--- src/rtl/core/hkim_pkg.sv ---
// Shared constants, types and codes for the hashed key to id map.
package hkim_pkg;

  localparam int CAPACITY  = 64;
  localparam int KEY_BYTES = 8;
  localparam int ID_BITS   = 16;

  localparam int IDX_W  = $clog2(CAPACITY);
  localparam int HASH_W = 64;
  localparam int LEN_W  = 4;
  localparam int KEY_W  = 64;
  localparam int IDP_W  = 16;
  localparam int STAT_W = 2;

  // result status codes
  localparam logic [STAT_W-1:0] ST_OK   = 2'd0;
  localparam logic [STAT_W-1:0] ST_MISS = 2'd1;
  localparam logic [STAT_W-1:0] ST_FULL = 2'd2;
  localparam logic [STAT_W-1:0] ST_ZERO = 2'd3;

  // source of the reported id
  localparam logic [1:0] SEL_MISS  = 2'd0;
  localparam logic [1:0] SEL_ENTRY = 2'd1;
  localparam logic [1:0] SEL_SLOT  = 2'd2;

  typedef struct packed {
    logic [HASH_W-1:0]  hash;
    logic [LEN_W-1:0]   len;
    logic [KEY_W-1:0]   key;
    logic [ID_BITS-1:0] id;
  } slot_t;

  localparam int SLOT_W = $bits(slot_t);

  typedef struct packed {
    logic              load;      // capture accepted transaction
    logic              rd;        // read slot at current index
    logic              adv;       // step to next probe
    logic              wr;        // write transaction into current slot
    logic              pend_load; // capture result
    logic [STAT_W-1:0] pend_code;
    logic [1:0]        pend_sel;
    logic              out_load;  // move result to output register
  } cmd_t;

  typedef struct packed {
    logic in_ins_zero; // incoming insert carries zero hash
    logic op_ins;
    logic empty;
    logic match;
    logic last_try;
  } stat_t;

endpackage

--- src/rtl/core/hkim_ctrl.sv ---
// Probe sequencer state machine for the hashed key to id map.
module hkim_ctrl import hkim_pkg::*; (
  input  logic  clk,
  input  logic  rst,
  input  logic  in_valid,
  output logic  in_stall,
  output logic  out_valid,
  input  logic  out_stall,
  input  stat_t stat,
  output cmd_t  cmd
);

  localparam logic [1:0] S_IDLE = 2'd0;
  localparam logic [1:0] S_RD   = 2'd1;
  localparam logic [1:0] S_CMP  = 2'd2;
  localparam logic [1:0] S_DONE = 2'd3;

  logic [1:0] state;
  logic [1:0] state_next;

  assign in_stall = (state != S_IDLE);

  always_comb begin
    cmd        = '0;
    state_next = state;
    unique case (state)
      S_IDLE: begin
        if (in_valid) begin
          cmd.load = 1'b1;
          if (stat.in_ins_zero) begin
            cmd.pend_load = 1'b1;
            cmd.pend_code = ST_ZERO;
            cmd.pend_sel  = SEL_MISS;
            state_next    = S_DONE;
          end else begin
            state_next = S_RD;
          end
        end
      end
      S_RD: begin
        cmd.rd     = 1'b1;
        state_next = S_CMP;
      end
      S_CMP: begin
        if (stat.empty) begin
          cmd.pend_load = 1'b1;
          if (stat.op_ins) begin
            cmd.wr        = 1'b1;
            cmd.pend_code = ST_OK;
            cmd.pend_sel  = SEL_ENTRY;
          end else begin
            cmd.pend_code = ST_MISS;
            cmd.pend_sel  = SEL_MISS;
          end
          state_next = S_DONE;
        end else if (!stat.op_ins && stat.match) begin
          cmd.pend_load = 1'b1;
          cmd.pend_code = ST_OK;
          cmd.pend_sel  = SEL_SLOT;
          state_next    = S_DONE;
        end else if (stat.last_try) begin
          cmd.pend_load = 1'b1;
          cmd.pend_code = stat.op_ins ? ST_FULL : ST_MISS;
          cmd.pend_sel  = SEL_MISS;
          state_next    = S_DONE;
        end else begin
          cmd.adv    = 1'b1;
          state_next = S_RD;
        end
      end
      S_DONE: begin
        if (!out_valid || !out_stall) begin
          cmd.out_load = 1'b1;
          state_next   = S_IDLE;
        end
      end
      default: state_next = S_IDLE;
    endcase
  end

  always_ff @(posedge clk) begin
    if (rst) begin
      state     <= S_IDLE;
      out_valid <= 1'b0;
    end else begin
      state <= state_next;
      if (cmd.out_load) begin
        out_valid <= 1'b1;
      end else if (!out_stall) begin
        out_valid <= 1'b0;
      end
    end
  end

endmodule

--- config.mk ---
export PLATFORM = sky130hd
export DESIGN_NAME = hkim_ctrl
export DESIGN_NICKNAME = d
export VERILOG_FILES = /design/src/rtl/core/hkim_pkg.sv /design/src/rtl/core/hkim_ctrl.sv
export SDC_FILE = /design/constraint.sdc
export NUM_CORES = 1
export LEC_CHECK = 0
export ABC_AREA = 1
export BUFFER_PORTS_ARGS = -buffer_cell sky130_fd_sc_hd__buf_2
export CAP_MARGIN = 10
export CORE_AREA = 2 2 39 41
export DETAILED_ROUTE_END_ITERATION = 7
export DIE_AREA = 0 0 41 43
export MAX_ROUTING_LAYER = met4
export SETUP_SLACK_MARGIN = 0.5
export SLEW_MARGIN = 15
export SYNTH_ARGS = -nofsm -noshare
export SYNTH_HDL_FRONTEND = slang
export SYNTH_SLANG_ARGS = --single-unit
--- constraint.sdc ---
create_clock -name clk -period 1.7 [get_ports clk]
set_input_delay 0.085 -clock clk [delete_from_list [all_inputs] [get_ports clk]]
set_output_delay 0.085 -clock clk [all_outputs]
set_load 0.01 [all_outputs]
==> flow_metrics.tcl, run 1 <==
set metrics [dict create \
    rr_worst_depth 5 \
    slew_viol_final 0 \
    fp.dieW_microns 41 \
    synth_area_sq_um 245.2 \
    antenna_left 0 \
    power_mw 0.3344 \
    nNetsFinal 77 \
    async_flop_share_pct 0 \
    synth.most_common_cell "nand2_1" \
    synth_area_leaders "dfxtp_1 (24%), nand2_1 (14%), inv_1 (7.7%)" \
    yosys.area.top_type_share_pct 24.49 \
    p_seq_share_pct 25.5 \
    r2r-start "state[0]" \
    critical_path_arrival_ns 1.14 \
    area_delta_synth_final_pct 70.92 \
    grt_antenna_before_repair 0 \
    fin_area_sq_um 419.2 \
    grt_max_degree 7 \
    ys_seq_area_share_pct 24.49 \
    switchingPower_mw 0.1185 \
    dr.pass1.iters 4 \
    fin_crit_sh_pct 72.20 \
    core_sq_um 1384 \
    synth_edf_count 0 \
    cts_buffers 3 \
    min_path_type "primary input to flop" \
    drtIter0Drc 4 \
    vias_per_cell 4.229 \
    clk_latency_ns 0.24 \
    max-vdd-ir-drop_mv 0.4988 \
    num_vias 351 \
    critPathRequiredTime_ns 1.62 \
    ys_seq_elements 3 \
    final.setup.tns_ns 0 \
    die-area_sq_um 1763 \
    rsz0062_at_grt "true" \
    power_leakage_nw 0.2450 \
    hpwl_microns 535.2 \
    layout-drive-gt1-share_pct 53.73 \
    synth_area_per_cell_sq_um 5.981 \
    finalClockSkew_ns 0.007060 \
    cts.htree.levels 1 \
    num_rows 14 \
    syn_inst 41 \
    share_clk_of_total_power_pct 39.9 \
    clock_tree.root_cell "clkbuf_4" \
    cts_tree "built" \
    globalRouteOverflowTotal 0 \
    synth_nets 50 \
    synth_commonest_cells "nand2_1 (9), inv_1 (5), nor2_1 (4)" \
    cts_hold_buf 0 \
    ios 21 \
    die_h_microns 43 \
    synth_ff_type "dfxtp_1" \
    worstSetupStartpoint "state[1]" \
    hold_viol_final 0 \
    status "finished, final reports clean" \
    cp-end-kind "output port" \
    clockBufferDepth 2 \
    placed_cell_area_sq_um 365.4 \
    path_class "flop to output port" \
    reg2reg_slack_ns 0.77 \
    rr_endpoint "state[1]" \
    n_antenna_cell 0 \
    port_buffers 20 \
    routabilityCongestion 0.6228 \
    first_global_vias 311 \
    maxCapViolCount 0 \
    synth_area_leader_cell "dfxtp_1" \
    startpoint_type "flop" \
    yosysUniqueCellTypes 14 \
    track_usage_pct 9.969 \
    routed_wirelength_microns 703 \
    initial_core_util_pct 17.72 \
    max_freq_mhz 814.8 \
    comb_power_share_pct 34.6 \
    setup_viol 0 \
    cts.clk_slew.worst_paths_ns 0.04 \
    cellPowerDensity_nw_per_um2 797.7 \
    max-slew-margin-rel_pct 89.15 \
    cts.sinks 3 \
    path_max_fanout 6 \
    crit_path_end "cmd[3]" \
    power.internal_mw 0.2159 \
    grt_pass1_wl_microns 1083 \
    tightest_slew_ns 0.1617 \
    detail_route.wl_per_cell_microns 8.470 \
    swShare_pct 35.44 \
    drc_errors 0 \
    fin_crit_ns 1.227 \
    ys_warn_count 0 \
]
## layout make-up
type	instances	area [sq um]
Tap cell	16	20.02
Multi-Input combinational cell	30	160.2
Inverter	8	32.53
Sequential cell	3	65.06
Timing Repair Buffer	22	115.1
Clock buffer	4	26.28
Fill cell	157	964.7
## cells in the final DEF, fill, tap and decap left out
cell / n
inv_2: 2
dfxtp_2: 1
nor2_4: 2
clkbuf_4: 3
a21oi_2: 1
inv_4: 1
o21ai_0: 2
clkbuf_1: 1
buf_4: 2
dfxtp_1: 1
dfxtp_4: 1
nand2_2: 2
inv_1: 5
nor3_1: 3
a21oi_1: 3
buf_2: 20
nand3_1: 3
o31ai_2: 1
nor2_1: 4
nand2_1: 9
## layer usage
metal / routed length, microns / part of all wire, % / vias up / GRT usage (%)
li1: - / - / 184 / -
met1: 253 / 36 / 144 / 8.974
met2: 337 / 48 / 19 / 14.69
met3: 80 / 11 / 4 / 2.094
met4: 31 / 4.4 / 0 / 12.00
met5: 0 / 0 / - / -
## power groups by stage
stage	sequential [mW]	clock, mW	combinational, mW
final	0.0853	0.133	0.116
after global routing	0.0858	0.141	0.130
after CTS	0.0852	0.139	0.114
after detailed placement	0.0868	0	0.103
after global placement	0.0866	0	0.102
after floorplan	0.0858	0	0.0630
## sequential cells by signal (all words and copies together) (netlist names)
name / count
state: 2
out_valid: 1
## logic make-up after synthesis
family                 count (synthesis)  share of synthesized area [%]
AND/OR/NAND/NOR                       23                          44.38
AO/OA/AOI/OAI                          7                          18.88
flip-flops                             3                          24.49
buffers and inverters                  8                          12.25
## per-stage QoR
stage | utilization, % | instances | hold WS, ns | setup slack [ns]
final | 30.29 | 83 | 0.02711 | 0.4727
after global routing | 30.29 | 83 | 0.03544 | 0.3795
after CTS | 29.93 | 83 | 0.01487 | 0.4561
after detailed placement | 26.40 | 77 | 0.2793 | 0.6366
after global placement | 26.40 | 77 | 0.2809 | 0.6403
after floorplan | - | 41 | 0.1474 | 0.7073
## worst max-delay path, cell delays in order (launching register included)
cell     delay [ns]
dfxtp_2        0.33
inv_2          0.06
nor2_4         0.08
inv_2          0.07
o31ai_2        0.20
buf_2          0.16
## how the worst min path moves through the flow
| stage | cells after the start | startpoint | to | slack (ns) |
|---|---|---|---|---|
| after detailed placement | 2 | rst | state[1] | 0.28 |
| after global placement | 2 | rst | state[1] | 0.28 |
| final | 2 | rst | state[1] | 0.03 |
| after floorplan | 1 | rst | state[1] | 0.15 |
| after CTS | 2 | rst | state[1] | 0.01 |
| after global routing | 2 | rst | state[1] | 0.04 |
## what timing repair did
item                       in CTS  in global routing
setup buffers                   2                  0
pin swaps                       0                  0
setup endpoints to repair       6                  6
gates resized for setup         4                  1
No activity file was read; power rests on OpenSTA's default activity.
==> inputs of run 2 (changes only) <==
Clock period 1.7 ns to 1.2 ns, I/O delays scaled along.
==> flow_metrics.tcl, run 2 (synthesized netlist as in run 1, its figures left out) <==
set metrics [dict create \
    largest_reg_flops 2 \
    hold_end "out_valid" \
    hold_viol_final 0 \
    num_rows 14 \
    hold_ws_ns 0.02302 \
    cts.sinks 3 \
    cts_buffers 3 \
    cp-end-kind "output port" \
    max-vdd-ir-drop_mv 0.2970 \
    rsz0062_at_grt "true" \
    power_mw 0.5570 \
    final_cell_mix "buf_2 (16), buf_6 (8), nand2_1 (7)" \
    vias_per_cell 4.102 \
    die-area_sq_um 1763 \
    globalRouteOverflowTotal 0 \
    r2r-start "state[0]" \
    die_h_microns 43 \
    violations "negative setup slack" \
    n_antenna_cell 0 \
    min_from "rst" \
    slew_viol_final 0 \
    initial_core_util_pct 17.72 \
    startpoint_type "flop" \
    hpwl_microns 536.3 \
    cellPowerDensity_nw_per_um2 1000 \
    tightest_slew_ns 0.2667 \
    top_regs "state x2, out_valid x1" \
    clk_latency_ns 0.23 \
    drtIter0Drc 3 \
    setup_slack_ns -0.01607 \
    routed_wirelength_microns 730 \
    dr.pass1.iters 2 \
    timing.critical_path.mode_cell "inv_4" \
    layout_commonest_cell "buf_2" \
    critical_path_arrival_ns 1.16 \
    num-fill-cells 149 \
    clock_tree.root_cell "clkbuf_4" \
    fin_util_pct 40.24 \
    rr_worst_depth 6 \
    register_area_sq_um 68.82 \
    first_global_vias 260 \
    holdPathStages 2 \
    grt_antenna_before_repair 0 \
    max_freq_mhz 822.3 \
    layout-drive-gt1-share_pct 68.06 \
    num_vias 361 \
    cts.htree.levels 1 \
    crit_chain "inv_4, nor2_4, inv_4, o31ai_4, buf_2" \
    fin_crit_ns 1.216 \
    grt_pass1_wl_microns 972 \
    fin_crit_sh_pct 101.3 \
    multiInputGateArea_sq_um 211.5 \
    setup_viol 1 \
    ios 21 \
    top_register "state" \
    routabilityCongestion 0.6108 \
    area_delta_synth_final_pct 127.0 \
    slowest_delay_ns 0.35 \
    grt_max_degree 7 \
    fp.dieW_microns 41 \
    drc_errors 0 \
    cts.clk_slew.worst_paths_ns 0.04 \
    critPathRequiredTime_ns 1.14 \
    rr_endpoint "state[1]" \
    cpMaxStageDelayCell "dfxtp_4" \
    cts_tree "built" \
    path_max_fanout 6 \
    reg2reg_slack_ns 0.19 \
    path_class "flop to output port" \
    maxCapViolCount 0 \
    power_leakage_nw 0.3039 \
    antenna_left 0 \
    port_buffers 20 \
    status "finished, violations left" \
    clockBufferDepth 2 \
    max-slew-margin-rel_pct 82.22 \
    detail_route.wl_per_cell_microns 8.295 \
    nNetsFinal 82 \
    min_path_type "primary input to flop" \
    core_sq_um 1384 \
    track_usage_pct 8.513 \
    finalClockSkew_ns 0.001686 \
    place_ws_ns 0.1739 \
]
[run 2: changes by cell type in the layout (fill, tap and decap cells not counted), sizes merged]
cell	before	now
buf	22	27
[run 2: report_power, final]
group	leakage [nW]	internal (mW)	total (mW)	switching (mW)
combinational	0.262	0.134	0.256	0.122
sequential	0.0264	0.111	0.127	0.0161
clock	0.0150	0.124	0.173	0.0491
[run 2: what timing repair did]
| item | 4_1_cts | 5_1_grt |
|---|---|---|
| pin swaps | 9 | 6 |
| gates resized for setup | 11 | 5 |
| hold buffers | 0 | 0 |
| setup endpoints to repair | 14 | 15 |
| setup buffers | 5 | 2 |
[run 2: per-layer routing]
layer / global-route usage (%) / vias to the layer above / routed length [microns]
met2: 11.25 / 18 / 361
met3: 4.712 / 0 / 72
li1: - / 192 / -
met4: 6.000 / 0 / 0
met1: 9.236 / 151 / 295
met5: - / - / 0
[run 2: worst max-delay path by stage]
stage          startpoint      to  depth (start not counted)
2_1_floorplan    state[1]  cmd[3]                          4
3_3_place_gp     state[1]  cmd[3]                          5
3_5_place_dp     state[1]  cmd[3]                          5
4_1_cts          state[1]  cmd[3]                          5
5_1_grt          state[1]  cmd[3]                          5
6_report         state[1]  cmd[3]                          5
[run 2: final cells by class]
cell class                      count  share of cell area, %
Sequential cell                     3                  12.36
Tap cell                           16                  3.596
Multi-Input combinational cell     30                  37.98
Inverter                            8                  6.742
Clock buffer                        4                  4.719
Timing Repair Buffer               27                  34.61
[run 2: stage by stage]
stage / instance area (sq um) / cells / TNS, ns
after floorplan: 291.5 / 41 / 0
after global placement: 411.6 / 77 / 0
after detailed placement: 411.6 / 77 / 0
after CTS: 524.3 / 86 / -0.04721
after global routing: 556.8 / 88 / -0.2073
final: 556.8 / 88 / -0.01607
[run 2: critical path, delay by kind of cell (launching register included)]
family	cells	cell delay, ns
flip-flops	1	0.35
AND/OR/NAND/NOR	1	0.10
AO/OA/AOI/OAI	1	0.20
buffers and inverters	3	0.28
==> inputs of run 3 (changes only) <==
Settings changed: SETUP_SLACK_MARGIN 0.5 to 0.4.
==> flow_metrics.tcl, run 3 (synthesized netlist as in run 1, its figures left out) <==
set metrics [dict create \
    setup_slack_ns -0.04035 \
    area_delta_synth_final_pct 126.5 \
    port_buffers 20 \
    violations "negative setup slack" \
    reg2reg_slack_ns 0.11 \
    maxCapViolCount 0 \
    slew_viol_final 0 \
    cts_buffers 3 \
    max_freq_mhz 806.2 \
    num-fill-cells 147 \
    top_regs "state x2, out_valid x1" \
    hold_viol_final 0 \
    cp-end-kind "output port" \
    path_max_fanout 4 \
    clk_latency_ns 0.23 \
    fin_crit_ns 1.240 \
    critPathRequiredTime_ns 1.14 \
    clockBufferDepth 2 \
    die_h_microns 43 \
    detail_route.wl_per_cell_microns 9.023 \
    max-slew-margin-rel_pct 82.48 \
    routabilityCongestion 0.6286 \
    tightest_slew_ns 0.2627 \
    initial_core_util_pct 17.72 \
    clock_tree.root_cell "clkbuf_4" \
    die-area_sq_um 1763 \
    placed_cell_area_sq_um 410.4 \
    min_path_type "primary input to flop" \
    largest_reg_flops 2 \
    p_seq_share_pct 22.5 \
    startpoint_type "flop" \
    share_clk_of_total_power_pct 30.7 \
    finalClockSkew_ns 0.0005625 \
    slowest_delay_ns 0.36 \
    power.internal_mw 0.3701 \
    timing.critical_path.mode_cell "inv_4" \
    cts_hold_buf 0 \
    cts.htree.levels 1 \
    rsz0062_at_grt "true" \
    status "finished, violations left" \
    swShare_pct 33.47 \
    grt_pass1_wl_microns 1200 \
    critical_path_arrival_ns 1.18 \
    crit_chain "inv_4, nor2_4, inv_4, o31ai_4, buf_2" \
    fin_crit_sh_pct 103.4 \
    globalRouteOverflowTotal 0 \
    switchingPower_mw 0.1862 \
    path_class "flop to output port" \
    first_global_vias 345 \
    vias_per_cell 4.318 \
    fp.dieW_microns 41 \
    cpMaxStageDelayCell "dfxtp_4" \
    num_rows 14 \
    multiInputGateArea_sq_um 209.0 \
    num_vias 380 \
    setup_viol 5 \
    track_usage_pct 9.949 \
    place_ws_ns 0.1559 \
    crit_buf_inv 3 \
    n_antenna_cell 0 \
    power_leakage_nw 0.3012 \
    top_register "state" \
    max-vdd-ir-drop_mv 0.2416 \
    core_sq_um 1384 \
    drc_errors 0 \
    layout_commonest_cell "buf_2" \
    comb_power_share_pct 46.7 \
    layout-drive-gt1-share_pct 65.28 \
    ios 21 \
    cts_tree "built" \
    cp_top_family "flip-flops" \
    register_area_sq_um 67.56 \
    dr.pass1.iters 4 \
    nNetsFinal 82 \
    cts.clk_slew.worst_paths_ns 0.03 \
    antenna_left 0 \
    final_cell_mix "buf_2 (17), nand2_1 (7), buf_6 (6)" \
    hpwl_microns 579.5 \
    grt_antenna_before_repair 0 \
    fin_area_sq_um 555.5 \
    routed_wirelength_microns 794 \
    cts.sinks 3 \
    drtIter0Drc 3 \
    grt_max_degree 6 \
    cellPowerDensity_nw_per_um2 1001 \
]
==> run 3: final cells by class <==
class                      instances  area share [%]
tap                               16           3.604
clock buffer                       4           4.730
multi-input combinational         30           37.61
inverter                           8           6.757
sequential                         3           12.16
timing repair buffer              27           35.14
==> run 3: repair_timing <==
| action | CTS | global route |
|---|---|---|
| resized for setup | 9 | 4 |
| endpoints found under the setup margin | 13 | 13 |
| setup buffers | 5 | 2 |
| cloned | 0 | 0 |
| pin swaps | 7 | 8 |
==> run 3: worst paths after layout <==
path | from | to | depth (start not counted)
min reg2reg | out_valid | out_valid | 2
min | rst | state[1] | 2
max | state[1] | cmd[3] | 5
max reg2reg | state[0] | state[0] | 7
==> run 3: layer usage <==
layer / wire (microns) / vias to the layer above / part of all wire (%) / track usage, %
li1: - / 194 / - / -
met1: 292 / 170 / 37 / 9.236
met2: 436 / 16 / 55 / 17.50
met3: 65 / 0 / 8.2 / 4.712
met4: 0 / 0 / 0 / 2.000
met5: 0 / - / 0 / -
==> run 3: per-stage QoR <==
stage / std cells / hold WS, ns / utilization [%] / setup TNS [ns] / power [mW]
final: 88 / 0.01327 / 40.14 / -0.1399 / 0.5563
after detailed placement: 77 / 0.2487 / 29.66 / 0 / 0.2966
after global placement: 77 / 0.2451 / 29.66 / 0 / 0.2943
after floorplan: 41 / 0.1151 / - / 0 / 0.2375
after global routing: 88 / 0.005747 / 40.14 / -0.5124 / 0.6000
after CTS: 86 / 0.005999 / 38.16 / -0.2322 / 0.5448
==> run 3: power groups by stage <==
stage | logic, mW | clock network [mW] | registers (mW)
2_1_floorplan | 0.114 | 0 | 0.123
3_3_place_gp | 0.170 | 0 | 0.124
3_5_place_dp | 0.172 | 0 | 0.124
4_1_cts | 0.241 | 0.180 | 0.124
5_1_grt | 0.280 | 0.193 | 0.128
6_report | 0.260 | 0.171 | 0.125
